--- config.mk ---
export PLATFORM = sky130hd
export DESIGN_NAME = ultrasonic_range_monitor_flat
export DESIGN_NICKNAME = d
export VERILOG_FILES = /design/src/sv/urm_pkg.sv /design/src/sv/urm_stream_if.sv /design/src/sv/ultrasonic_range_monitor.sv /design/src/flat_wrapper.sv
export SDC_FILE = /design/constraint.sdc
export NUM_CORES = 1
export LEC_CHECK = 0
export ABC_AREA = 1
export BUFFER_PORTS_ARGS = -buffer_cell sky130_fd_sc_hd__buf_4
export CORE_AREA = 2 2 39 41
export DETAILED_ROUTE_END_ITERATION = 16
export DIE_AREA = 0 0 41 43
export PLACE_DENSITY_LB_ADDON = 0.12
export SYNTH_ARGS = -nofsm -noshare
export SYNTH_HDL_FRONTEND = slang
export SYNTH_SLANG_ARGS = --single-unit
--- constraint.sdc ---
create_clock -name clk_i -period 0.9 [get_ports clk_i]
set_input_delay 0.09 -clock clk_i [delete_from_list [all_inputs] [get_ports clk_i]]
set_output_delay 0.09 -clock clk_i [all_outputs]
set_load 0.1 [all_outputs]
--- src/sv/urm_pkg.sv ---
`timescale 1ns / 1ps
// ----------------------------------------------------------------------------
// urm_pkg
// Shared types and fixed constants of the ultrasonic range monitor.
// ----------------------------------------------------------------------------
package urm_pkg;

  typedef enum logic {
    OpMeasure   = 1'b0,
    OpMinMaxClr = 1'b1
  } op_e;

  typedef enum logic [1:0] {
    ZoneOut     = 2'd0,
    ZoneDanger  = 2'd1,
    ZoneCaution = 2'd2,
    ZoneSafe    = 2'd3
  } zone_e;

  localparam int unsigned EchoW = 15;
  localparam int unsigned DistW = 13;
  localparam int unsigned ThrW  = 9;

  localparam logic [EchoW-1:0] EchoMaxUs  = 15'd23500;
  localparam logic [10:0]      DistMul    = 11'd1124;
  localparam logic [DistW-1:0] DistMin16  = 13'd32;
  localparam logic [DistW-1:0] DistFull16 = 13'd5600;
  localparam logic [DistW-1:0] FillBias   = 13'd28;
  localparam logic [11:0]      Recip7     = 12'd2341;

  localparam logic [ThrW-1:0]  ThrReset   = 9'd30;
  localparam logic [2:0]       TimeoutSat = 3'd7;
  localparam logic [2:0]       TimeoutLimit = 3'd5;
  localparam logic [1:0]       RecoverLimit = 2'd3;

  localparam logic [31:0] GapNear   = 32'd150;
  localparam logic [31:0] GapClose  = 32'd300;
  localparam logic [31:0] GapMedium = 32'd550;
  localparam logic [31:0] GapFar    = 32'd900;

  typedef struct packed {
    op_e              opcode;
    logic [EchoW-1:0] echo_us;
    logic [31:0]      now_ms;
  } in_word_t;

  typedef struct packed {
    logic [DistW-1:0] distance;
    logic             reading_valid;
    zone_e            zone;
    logic [6:0]       fill_percent;
    logic             alert_active;
    logic             alert_changed;
    logic             beep_start;
    logic [DistW-1:0] min_distance;
    logic [DistW-1:0] max_distance;
    logic             minmax_valid;
    logic             sensor_missing;
    logic [31:0]      ping_count;
  } out_word_t;

  typedef logic [ThrW-1:0] cfg_word_t;

endpackage

--- src/sv/urm_stream_if.sv ---
`timescale 1ns / 1ps
// ----------------------------------------------------------------------------
// urm_stream_if
// Valid/ready channel carrying one word of type T.
// ----------------------------------------------------------------------------
interface urm_stream_if #(
  parameter type T = logic
);

  logic valid;
  logic ready;
  T     data;

  modport source (output valid, output data, input ready);
  modport sink (input valid, input data, output ready);
  modport monitor (input valid, input data, input ready);

endinterface

--- src/sv/ultrasonic_range_monitor.sv ---
`timescale 1ns / 1ps
// ----------------------------------------------------------------------------
// ultrasonic_range_monitor
// Echo-to-distance conversion, zoning, alert, beep pacing and sensor health.
// ----------------------------------------------------------------------------
// Takes one word per clock on in_s unless out_s stalls, and returns exactly
// one result word per input word on out_s, in order. A word passes through
// the input register and then the result register; both stages move every
// cycle unless out_s stalls. The alert threshold on cfg_s is always ready;
// the user must write it only while idle, as the block does not enforce it.
// ----------------------------------------------------------------------------
module ultrasonic_range_monitor (
  input  logic         clk_i,
  input  logic         rst_ni,
  urm_stream_if.sink   in_s,
  urm_stream_if.source out_s,
  urm_stream_if.sink   cfg_s
);

  logic                        in_valid_q;
  urm_pkg::in_word_t           in_word_q;
  logic                        out_valid_q;
  urm_pkg::out_word_t          out_word_q;
  urm_pkg::out_word_t          out_word_d;
  logic                        advance;
  logic                        fire;

  logic [urm_pkg::ThrW-1:0]    thr_q;
  logic [urm_pkg::DistW-1:0]   min_q, min_d;
  logic [urm_pkg::DistW-1:0]   max_q, max_d;
  logic                        seen_q, seen_d;
  logic                        alert_prev_q, alert_prev_d;
  logic [31:0]                 last_beep_q, last_beep_d;
  logic [2:0]                  timeout_q, timeout_d;
  logic [1:0]                  recover_q, recover_d;
  logic                        err_q, err_d;
  logic                        ever_q, ever_d;
  logic [31:0]                 ping_q, ping_d;

  logic                        is_meas;
  logic                        in_range;
  logic [25:0]                 prod;
  logic [urm_pkg::DistW-1:0]   raw;
  logic                        meas_valid;
  logic [urm_pkg::DistW-1:0]   dist_val;
  logic [14:0]                 t16, t32, t48, d4, dist15;
  logic                        alert;
  urm_pkg::zone_e              zone;
  logic [urm_pkg::DistW-1:0]   clamp;
  logic [urm_pkg::DistW-1:0]   fill_num;
  logic [21:0]                 fill_prod;
  logic [6:0]                  fill;
  logic [31:0]                 gap;
  logic [31:0]                 elapsed;
  logic                        beep;
  logic [2:0]                  timeout_inc;
  logic [1:0]                  recover_inc;

  assign advance      = !out_valid_q || out_s.ready;
  assign fire         = in_valid_q && advance;
  assign in_s.ready   = !in_valid_q || advance;
  assign cfg_s.ready  = 1'b1;
  assign out_s.valid  = out_valid_q;
  assign out_s.data   = out_word_q;

  // Distance and classification
  assign is_meas    = (in_word_q.opcode == urm_pkg::OpMeasure);
  assign in_range   = (in_word_q.echo_us != '0) && (in_word_q.echo_us <= urm_pkg::EchoMaxUs);
  assign prod       = 26'(in_word_q.echo_us) * 26'(urm_pkg::DistMul);
  assign raw        = prod[24:12];
  assign meas_valid = is_meas && in_range && (raw >= urm_pkg::DistMin16);
  assign dist_val   = meas_valid ? raw : '0;

  assign t16    = {2'b00, thr_q, 4'b0000};
  assign t32    = {1'b0, thr_q, 5'b00000};
  assign t48    = t16 + t32;
  assign dist15 = {2'b00, dist_val};
  assign d4     = {dist_val, 2'b00};
  assign alert  = meas_valid && (dist15 < t16);

  always_comb begin
    if (!meas_valid) begin
      zone = urm_pkg::ZoneOut;
    end else if (dist15 < t16) begin
      zone = urm_pkg::ZoneDanger;
    end else if (dist15 < t48) begin
      zone = urm_pkg::ZoneCaution;
    end else begin
      zone = urm_pkg::ZoneSafe;
    end
  end

  // Round half up of (5600 - c) / 56, divide by 8 then by 7 via reciprocal
  assign clamp     = (dist_val > urm_pkg::DistFull16) ? urm_pkg::DistFull16 : dist_val;
  assign fill_num  = urm_pkg::DistFull16 - clamp + urm_pkg::FillBias;
  assign fill_prod = 22'(fill_num[12:3]) * 22'(urm_pkg::Recip7);
  assign fill      = meas_valid ? fill_prod[20:14] : '0;

  always_comb begin
    if (d4 < t16) begin
      gap = urm_pkg::GapNear;
    end else if (d4 < t32) begin
      gap = urm_pkg::GapClose;
    end else if (d4 < t48) begin
      gap = urm_pkg::GapMedium;
    end else begin
      gap = urm_pkg::GapFar;
    end
  end

  assign elapsed     = in_word_q.now_ms - last_beep_q;
  assign beep        = alert && (elapsed >= gap);
  assign timeout_inc = (timeout_q != urm_pkg::TimeoutSat) ? timeout_q + 3'd1 : timeout_q;
  assign recover_inc = recover_q + 2'd1;

  always_comb begin
    min_d        = min_q;
    max_d        = max_q;
    seen_d       = seen_q;
    alert_prev_d = alert_prev_q;
    last_beep_d  = last_beep_q;
    timeout_d    = timeout_q;
    recover_d    = recover_q;
    err_d        = err_q;
    ever_d       = ever_q;
    ping_d       = ping_q;
    if (!is_meas) begin
      min_d  = '0;
      max_d  = '0;
      seen_d = 1'b0;
    end else begin
      ping_d       = ping_q + 32'd1;
      alert_prev_d = alert;
      if (beep) begin
        last_beep_d = in_word_q.now_ms;
      end
      if (!meas_valid) begin
        recover_d = '0;
        if (!ever_q) begin
          timeout_d = timeout_inc;
          if (timeout_inc >= urm_pkg::TimeoutLimit) begin
            err_d = 1'b1;
          end
        end
      end else begin
        ever_d    = 1'b1;
        timeout_d = '0;
        recover_d = '0;
        if (err_q) begin
          recover_d = recover_inc;
          if (recover_inc >= urm_pkg::RecoverLimit) begin
            err_d     = 1'b0;
            recover_d = '0;
          end
        end
        if (!seen_q || dist_val < min_q) begin
          min_d = dist_val;
        end
        if (!seen_q || dist_val > max_q) begin
          max_d = dist_val;
        end
        seen_d = 1'b1;
      end
    end
  end

  always_comb begin
    out_word_d.distance       = dist_val;
    out_word_d.reading_valid  = meas_valid;
    out_word_d.zone           = zone;
    out_word_d.fill_percent   = fill;
    out_word_d.alert_active   = is_meas ? alert : alert_prev_q;
    out_word_d.alert_changed  = is_meas && (alert != alert_prev_q);
    out_word_d.beep_start     = beep;
    out_word_d.min_distance   = min_d;
    out_word_d.max_distance   = max_d;
    out_word_d.minmax_valid   = seen_d;
    out_word_d.sensor_missing = err_d;
    out_word_d.ping_count     = ping_d;
  end

  always_ff @(posedge clk_i or negedge rst_ni) begin
    if (!rst_ni) begin
      in_valid_q   <= 1'b0;
      out_valid_q  <= 1'b0;
      thr_q        <= urm_pkg::ThrReset;
      min_q        <= '0;
      max_q        <= '0;
      seen_q       <= 1'b0;
      alert_prev_q <= 1'b0;
      last_beep_q  <= '0;
      timeout_q    <= '0;
      recover_q    <= '0;
      err_q        <= 1'b0;
      ever_q       <= 1'b0;
      ping_q       <= '0;
    end else begin
      if (in_s.ready) begin
        in_valid_q <= in_s.valid;
      end
      if (advance) begin
        out_valid_q <= in_valid_q;
      end
      if (cfg_s.valid) begin
        thr_q <= cfg_s.data;
      end
      if (fire) begin
        min_q        <= min_d;
        max_q        <= max_d;
        seen_q       <= seen_d;
        alert_prev_q <= alert_prev_d;
        last_beep_q  <= last_beep_d;
        timeout_q    <= timeout_d;
        recover_q    <= recover_d;
        err_q        <= err_d;
        ever_q       <= ever_d;
        ping_q       <= ping_d;
      end
    end
  end

  always_ff @(posedge clk_i) begin
    if (in_s.valid && in_s.ready) begin
      in_word_q <= in_s.data;
    end
    if (fire) begin
      out_word_q <= out_word_d;
    end
  end

endmodule

--- src/flat_wrapper.sv ---
// flat-port wrapper written by rule: the top's interface ports become plain ports
module ultrasonic_range_monitor_flat 
  (clk_i, rst_ni, in_s_valid, in_s_data, in_s_ready, out_s_valid, out_s_data, out_s_ready, cfg_s_valid, cfg_s_data, cfg_s_ready);
  urm_stream_if in_s_i ();
  urm_stream_if out_s_i ();
  urm_stream_if cfg_s_i ();
  input  logic clk_i;
  input  logic rst_ni;
  input wire logic [$bits(in_s_i.valid)-1:0] in_s_valid;
  input wire logic [$bits(in_s_i.data)-1:0] in_s_data;
  output wire logic [$bits(in_s_i.ready)-1:0] in_s_ready;
  output wire logic [$bits(out_s_i.valid)-1:0] out_s_valid;
  output wire logic [$bits(out_s_i.data)-1:0] out_s_data;
  input wire logic [$bits(out_s_i.ready)-1:0] out_s_ready;
  input wire logic [$bits(cfg_s_i.valid)-1:0] cfg_s_valid;
  input wire logic [$bits(cfg_s_i.data)-1:0] cfg_s_data;
  output wire logic [$bits(cfg_s_i.ready)-1:0] cfg_s_ready;
  assign in_s_i.valid = in_s_valid;
  assign in_s_i.data = in_s_data;
  assign in_s_ready = in_s_i.ready;
  assign out_s_valid = out_s_i.valid;
  assign out_s_data = out_s_i.data;
  assign out_s_i.ready = out_s_ready;
  assign cfg_s_i.valid = cfg_s_valid;
  assign cfg_s_i.data = cfg_s_data;
  assign cfg_s_ready = cfg_s_i.ready;
  ultrasonic_range_monitor u_core (.clk_i(clk_i), .rst_ni(rst_ni), .in_s(in_s_i), .out_s(out_s_i), .cfg_s(cfg_s_i));
endmodule
Yosys cells after proc, flatten, opt, wreduce, memory -nomap -nowiden
Index checks and enable logic that the tools add are counted.
{ "word_totals": {"regBits": 35, "in_bits": 7, "out_inout_bits": 4, "wordCells": 10} }
{ "op_classes": {"addsub": 1, "reduce_logical": 5} }
{ "ops": {"columns": ["cell", "count"], "rows": [
  ["$add 32x1->32 const B", 1],
  ["$logic_not 1->1", 2],
  ["$logic_or 1x1->1", 2],
  ["$logic_and 1x1->1", 1]
]} }

Depth between registers and ports, before layout
Gate-level depths: netlist of the first run.
{ "logic_depth": {"ltp_word": 3, "mapped_depth": 5, "mapped_depth_nobuf": 5} }

Worst setup path after synthesis of the first run
Ideal clock, no wire load.
{ "synth_path": {"path_kind": "register -> register", "from": "register u_core.out_valid_q (netlist: u_core.out_s.valid)", "to": "register u_core.in_valid_q", "setup_ps": 94, "arrival_ps": 2131, "required_ps": 806, "slack_ps": -1325, "stages_incl_launch_ff": 3, "path_buffers": 0, "synth_period_minus_slack_ps": 2225, "cell_sequence": "dfrtp_1 -> nand3_1 -> nand2_1"} }
{ "synth_between": {"elab_chain_cells": 3} }
{ "synth_rtl": {"columns": ["item", "line", "source"], "rows": [
  ["start, declared", "ultrasonic_range_monitor.sv:22", "logic out_valid_q;"],
  ["start signal, assigned", "ultrasonic_range_monitor.sv:202", "out_valid_q <= in_valid_q;"],
  ["$logic_not 1->1", "ultrasonic_range_monitor.sv:59", "assign advance = !out_valid_q || out_s.ready;"],
  ["$logic_or 1x1->1", "ultrasonic_range_monitor.sv:59", null],
  ["$logic_or 1x1->1", "ultrasonic_range_monitor.sv:61", "assign in_s.ready = !in_valid_q || advance;"],
  ["named net in_s_ready", "flat_wrapper.sv:11", "output wire logic [$bits(in_s_i.ready)-1:0] in_s_ready;"],
  ["end signal, assigned", "ultrasonic_range_monitor.sv:199", "in_valid_q <= in_s.valid;"],
  ["end, declared", "ultrasonic_range_monitor.sv:20", "logic in_valid_q;"]
]} }
The timed path passes the listed nets, and every way through them passes these cells.
A chain may end at the register's enable or synchronous reset.

Worst setup path in the final report of the first run
{ "layout_path": {"from": "register u_core.out_valid_q (netlist: u_core.out_s.valid)", "to": "output port in_s_ready"} }
{ "layout_between": {"elab_chain_cells": 3} }
{ "layout_rtl": {"columns": ["item", "line"], "rows": [
  ["$logic_not 1->1", "ultrasonic_range_monitor.sv:59"],
  ["$logic_or 1x1->1", "ultrasonic_range_monitor.sv:59"],
  ["$logic_or 1x1->1", "ultrasonic_range_monitor.sv:61"],
  ["end, declared", "flat_wrapper.sv:11"]
]} }
Every way passes these cells.

==> impl_metrics.toml, run 1 <==
[run_status]
status = "finished with violations"
violations = "negative setup slack"

[layout]
antennaDiodeCount = 0
drive_above_1_share = 0.552
syn2layout_area_growth_pct = 79.3
finalNetCount = 37
post-route-cell-area_um2 = 303
fin_cells = 45

[die]
io_pins = 11
die_area_um2 = 1760
fp.dieW_um = 41
fp.dieH_um = 43
design.core.area_um2 = 1380
rows = 14
initial_core_util = 0.122

[synth]
seq_area_frac_synth = 0.622
synth_fa_ha_area_frac = 0
synth.avg_cell_area_um2 = 9.38
ys_types = 9
synthMuxAreaShare = 0
synthTopCellsByArea = "dfrtp_1 44%, edfxtp_1 18%, nand2_1 8.9%"
synth_fp_nets = 25
synth-async-reset-ratio = 0.750
synth_top_family_by_area = "simple AND/OR/NAND/NOR gates"
synth-edff-count = 1
syn_area_um2 = 169
ys_warn_count = 0
netlist_top_cells_count = "4 x nand2_1, 3 x dfrtp_1, 3 x inv_1"
yosysTopAreaCell = "dfrtp_1"
synthXorXnorAreaFrac = 0
synthCells = 18
synth_compound_area_frac = 0
ys_ff_latch = 4
yosys.area_share.simple = 0.222
synth_top_flop_cell = "dfrtp_1"
synthDominantCellAreaShare = 0.444
synth.most_common_cell = "nand2_1"

[routing]
wl_met1_um = 123
dr_total_vias = 135
route.top_layer_used = "met4"
met3_length_um = 23
post_drt_wl_per_cell_um = 6.62
wl_um = 298
vias_per_cell = 3.00
wl_met2_um = 142
drt_iter0_markers = 0
first_pass_iters = 1
antenna_left = 0
drc = 0

[grt]
grt_max_degree = 4
grt_pass1_wl_um = 538
grt-ovfl-total = 0
first_global_vias = 156
antenna_found_initial = 0
track_usage = 0.0544

[timing]
fmax_mhz = 937
setup_viol = 3
skew_ns = 0.00965
hold_viol_final = 0
rsz0062_at_grt = "true"
layout_setup_ws_ns = -0.167
fin_setup_tns_ns = -0.388
finalMaxSlewViolations = 0
min_period_ns = 1.07
fin_crit_sh = 1.19

[place]
dp_hpwl_um = 243
dpl_cell_area_um2 = 250
gp_congestion = 0.662
port_buffers = 6
dpl.cell_count = 40

[setup_path]
worstReg2RegStart = "u_core.out_s.valid"
cp_cell_sequence = "nand3_4 -> buf_12"
crit_path_start_kind = "flop"
r2r_end = "u_core.out_s.data"
crit_arrival_ns = 0.98
crit_path_end_kind = "primary output"
slowest_delay_ns = 0.49
criticalPathCategory = "flop to primary output"
rr_worst_depth = 3
rrSetupSlack_ns = -0.07
crit_buf_inv = 1
crit_slowest_cell = "dfrtp_4"
cp_max_fo = 3
crit_family = "flip-flops"
worstPathRequired_ns = 0.81

[pwr]
p_per_area_nw_per_um2 = 2620
p_leak_nw = 0.150
peakVddDrop_mv = 0.581

[clock_network]
cts.sinks = 4
numCtsBuffers = 3
path_clk_slew_ns = 0.04
root_buffer = "clkbuf_4"
cts_max_level = 1
cts_tree = "yes"
insertion_delay_ns = 0.24
cts_buffer_depth = 2

[min_path]
hp-start = "in_s_valid"
min_path_type = "input pin to flop"
whs_path_depth = 3
holdPathEnd = "u_core.in_valid_q"

[run]
max_cap_viol_count = 0
## routing by layer
| metal | track usage | up-vias |
|---|---|---|
| met1 | 0.0487 | 55 |
| met3 | 0.0314 | 2 |
| met2 | 0.0563 | 5 |
| met5 | 0 | - |
| met4 | 0.100 | 0 |
| li1 | - | 73 |
## flip-flops by register name, summed over array words and instances (netlist names)
name / flops
u_core.out_s.valid: 1
u_core.in_valid_q: 1
u_core.ping_q: 1
u_core.out_s.data: 1
## through the flow
step	worst slack (ns)	utilization	hold WS [ns]	power [mW]
final	-0.167	0.219	0.0400	0.793
after global routing	-0.200	0.219	0.0534	0.846
after CTS	-0.184	0.219	0.0313	0.814
after detailed placement	-0.0820	0.181	-0.117	0.527
after global placement	-0.0801	0.181	-0.118	0.526
after floorplan	-0.255	-	-0.206	0.471
## repair_timing
item,4_1_cts,5_1_grt
resized for setup,5,0
pin swaps,1,0
hold buffers,1,0
hold endpoints to repair,3,0
setup endpoints to repair,4,5
buffers inserted,0,0
## cell usage in the layout, fill, tap and decap left out
cell	count
inv_1	2
inv_2	2
buf_4	5
nand2_1	4
buf_12	1
nand3_4	1
edfxtp_1	1
buf_6	1
nand3_1	1
dfrtp_1	2
dlygate4sd3_1	1
clkbuf_1	1
conb_1	1
dfrtp_4	1
nand2_2	2
clkbuf_4	3
## worst register-to-register path, stage by stage, from the launching register on
cell	delay (ns)
dfrtp_4	0.49
nand2_2	0.09
nand2_2	0.07
inv_2	0.05
## final cells by class
class	instances	area (µm²)
multi-input cells	9	53.8
inverters	4	15.0
clock buffers	4	26.3
repair buffers	8	78.8
fillers	151	1080
well taps	16	20.0
flip-flops and latches	4	109
## report_power, final
group	switching, mW	internal, mW	total, mW
clock network	0.0810	0.167	0.248
registers	0.0250	0.232	0.258
logic	0.209	0.0781	0.287
total	0.315	0.477	0.793
## worst max path at each step
stage                                  start                end  slack [ns]  depth (start not counted)
final                     u_core.out_s.valid         in_s_ready       -0.17                          2
after CTS                 u_core.out_s.valid         in_s_ready       -0.18                          2
after floorplan           u_core.out_s.valid  u_core.in_valid_q       -0.25                          2
after global routing      u_core.out_s.valid         in_s_ready       -0.20                          2
after global placement    u_core.out_s.valid  u_core.out_s.data       -0.08                          3
after detailed placement  u_core.out_s.valid  u_core.out_s.data       -0.08                          3
## logic make-up after synthesis
kind of cell,after synthesis
and+or+nand+nor,8
buffers and inverters,5
other,1
DFF,4
Note: power is estimated with default switching activity, not from simulation.
==> run 2, diff against run 1 <==
--- a/config.mk
+++ b/config.mk
@@ -7,6 +7,8 @@
 export LEC_CHECK = 0
 export ABC_AREA = 1
 export BUFFER_PORTS_ARGS = -buffer_cell sky130_fd_sc_hd__buf_4
+export CELL_PAD_IN_SITES_DETAIL_PLACEMENT = 1
+export CELL_PAD_IN_SITES_GLOBAL_PLACEMENT = 2
 export CORE_AREA = 2 2 39 41
 export DETAILED_ROUTE_END_ITERATION = 16
 export DIE_AREA = 0 0 41 43
==> impl_metrics.toml, run 2 (synthesis results as in run 1) <==
[run]
max_cap_viol_count = 0

[clock_network]
root_buffer = "clkbuf_4"
cts_tree = "yes"
cts_buffer_depth = 2
path_clk_slew_ns = 0.03
cts_max_level = 1
cts.sinks = 4
insertion_delay_ns = 0.24
numCtsBuffers = 3

[routing]
dr_total_vias = 161
drt_iter0_markers = 0
vias_per_cell = 3.29
post_drt_wl_per_cell_um = 8.41
first_pass_iters = 1
wl_um = 412
drc = 0
antenna_left = 0

[timing]
fin_crit_sh = 1.19
layout_setup_ws_ns = -0.173
setup_viol = 5
hold_viol_final = 0
min_period_ns = 1.07
skew_ns = 0.0128
finalMaxSlewViolations = 0
fmax_mhz = 932
hold-worst-slack_ns = 0.0508
rsz0062_at_grt = "true"

[setup_path]
crit_path_end_kind = "primary output"
criticalPathCategory = "flop to primary output"
crit_slowest_cell = "dfrtp_4"
cp_max_fo = 3
slowest_delay_ns = 0.49
crit_path_start_kind = "flop"
cp_cell_sequence = "nand3_4 -> buf_12"
worstPathRequired_ns = 0.81
crit_arrival_ns = 0.98

[layout]
antennaDiodeCount = 0
finalNetCount = 41
layout_common_cells = "6 x buf_4, 4 x buf_6, 3 x nand2_2, 3 x clkbuf_4"
syn2layout_area_growth_pct = 110
final_common_cell = "buf_4"
drive_above_1_share = 0.697
fin_util = 0.257
post-route-cell-area_um2 = 355

[place]
dpl_cell_area_um2 = 265
post-place-ws_ns = -0.0834
gp_congestion = 0.659
port_buffers = 6

[die]
rows = 14
initial_core_util = 0.122
fp.dieW_um = 41
io_pins = 11
die_area_um2 = 1760
fp.dieH_um = 43
design.core.area_um2 = 1380

[pwr]
p_per_area_nw_per_um2 = 2360
power_mw = 0.839
p_leak_nw = 0.174
peakVddDrop_mv = 0.695

[grt]
first_global_vias = 174
grt_max_degree = 4
grt-ovfl-total = 0
antenna_found_initial = 0
track_usage = 0.0655
grt_pass1_wl_um = 648

[run_status]
violations = "negative setup slack"
status = "finished with violations"

[min_path]
min_path_type = "input pin to flop"
run 2: through the flow:
stage / std cells / TNS, ns
6_report: 49 / -0.491
5_1_grt: 49 / -0.690
4_1_cts: 48 / -0.454
3_5_place_dp: 42 / -0.136
3_3_place_gp: 42 / -0.135
2_1_floorplan: 18 / -0.913
run 2: power by group:
| group | leakage, nW | internal (mW) | switching, mW |
|---|---|---|---|
| logic | 0.117 | 0.109 | 0.222 |
| clock network | 0.0150 | 0.167 | 0.0808 |
| registers | 0.0423 | 0.233 | 0.0273 |
| total | 0.174 | 0.509 | 0.330 |
run 2: worst paths after layout:
check,from,endpoint,slack [ns],depth (start not counted)
setup reg to reg,u_core.out_s.valid,u_core.in_valid_q,-0.09,5
max in group asynchronous,rst_ni,u_core.out_s.valid,0.60,2
min in group asynchronous,rst_ni,u_core.ping_q[0],0.17,2
hold reg to reg,u_core.ping_q[0],u_core.ping_q[0],0.47,2
setup / recovery,u_core.out_s.valid,in_s_ready,-0.17,2
hold / removal,in_s_valid,u_core.in_valid_q,0.05,3
run 2: critical path, delay by kind of cell, from the launching register on:
family,cells,cell delay [ns]
buffers and inverters,1,0.17
flip-flops,1,0.49
AND/OR/NAND/NOR,1,0.09
run 2: timing repair:
| item | in CTS | in global routing |
|---|---|---|
| hold buffers | 1 | 0 |
| gates resized for setup | 5 | 7 |
| pin swaps | 1 | 0 |
| setup buffers | 1 | 2 |
| endpoints found under the hold margin | 3 | 0 |
| setup endpoints to repair | 4 | 7 |
run 2: cell type report:
class | instances | area (µm²)
tap | 16 | 20.0
fill | 165 | 1030
sequential | 4 | 110
multi-input combinational | 9 | 63.8
timing repair buffer | 12 | 120
inverter | 4 | 15.0
clock buffer | 4 | 26.3
run 2: layer usage:
| layer | part of all wire | vias up | track usage | wire length, µm |
|---|---|---|---|---|
| met3 | 0.068 | 2 | 0.0471 | 28 |
| li1 | - | 80 | - | - |
| met5 | 0 | - | 0 | 0 |
| met1 | 0.32 | 74 | 0.0552 | 132 |
| met2 | 0.59 | 5 | 0.0844 | 243 |
| met4 | 0.017 | 0 | 0.0800 | 7 |
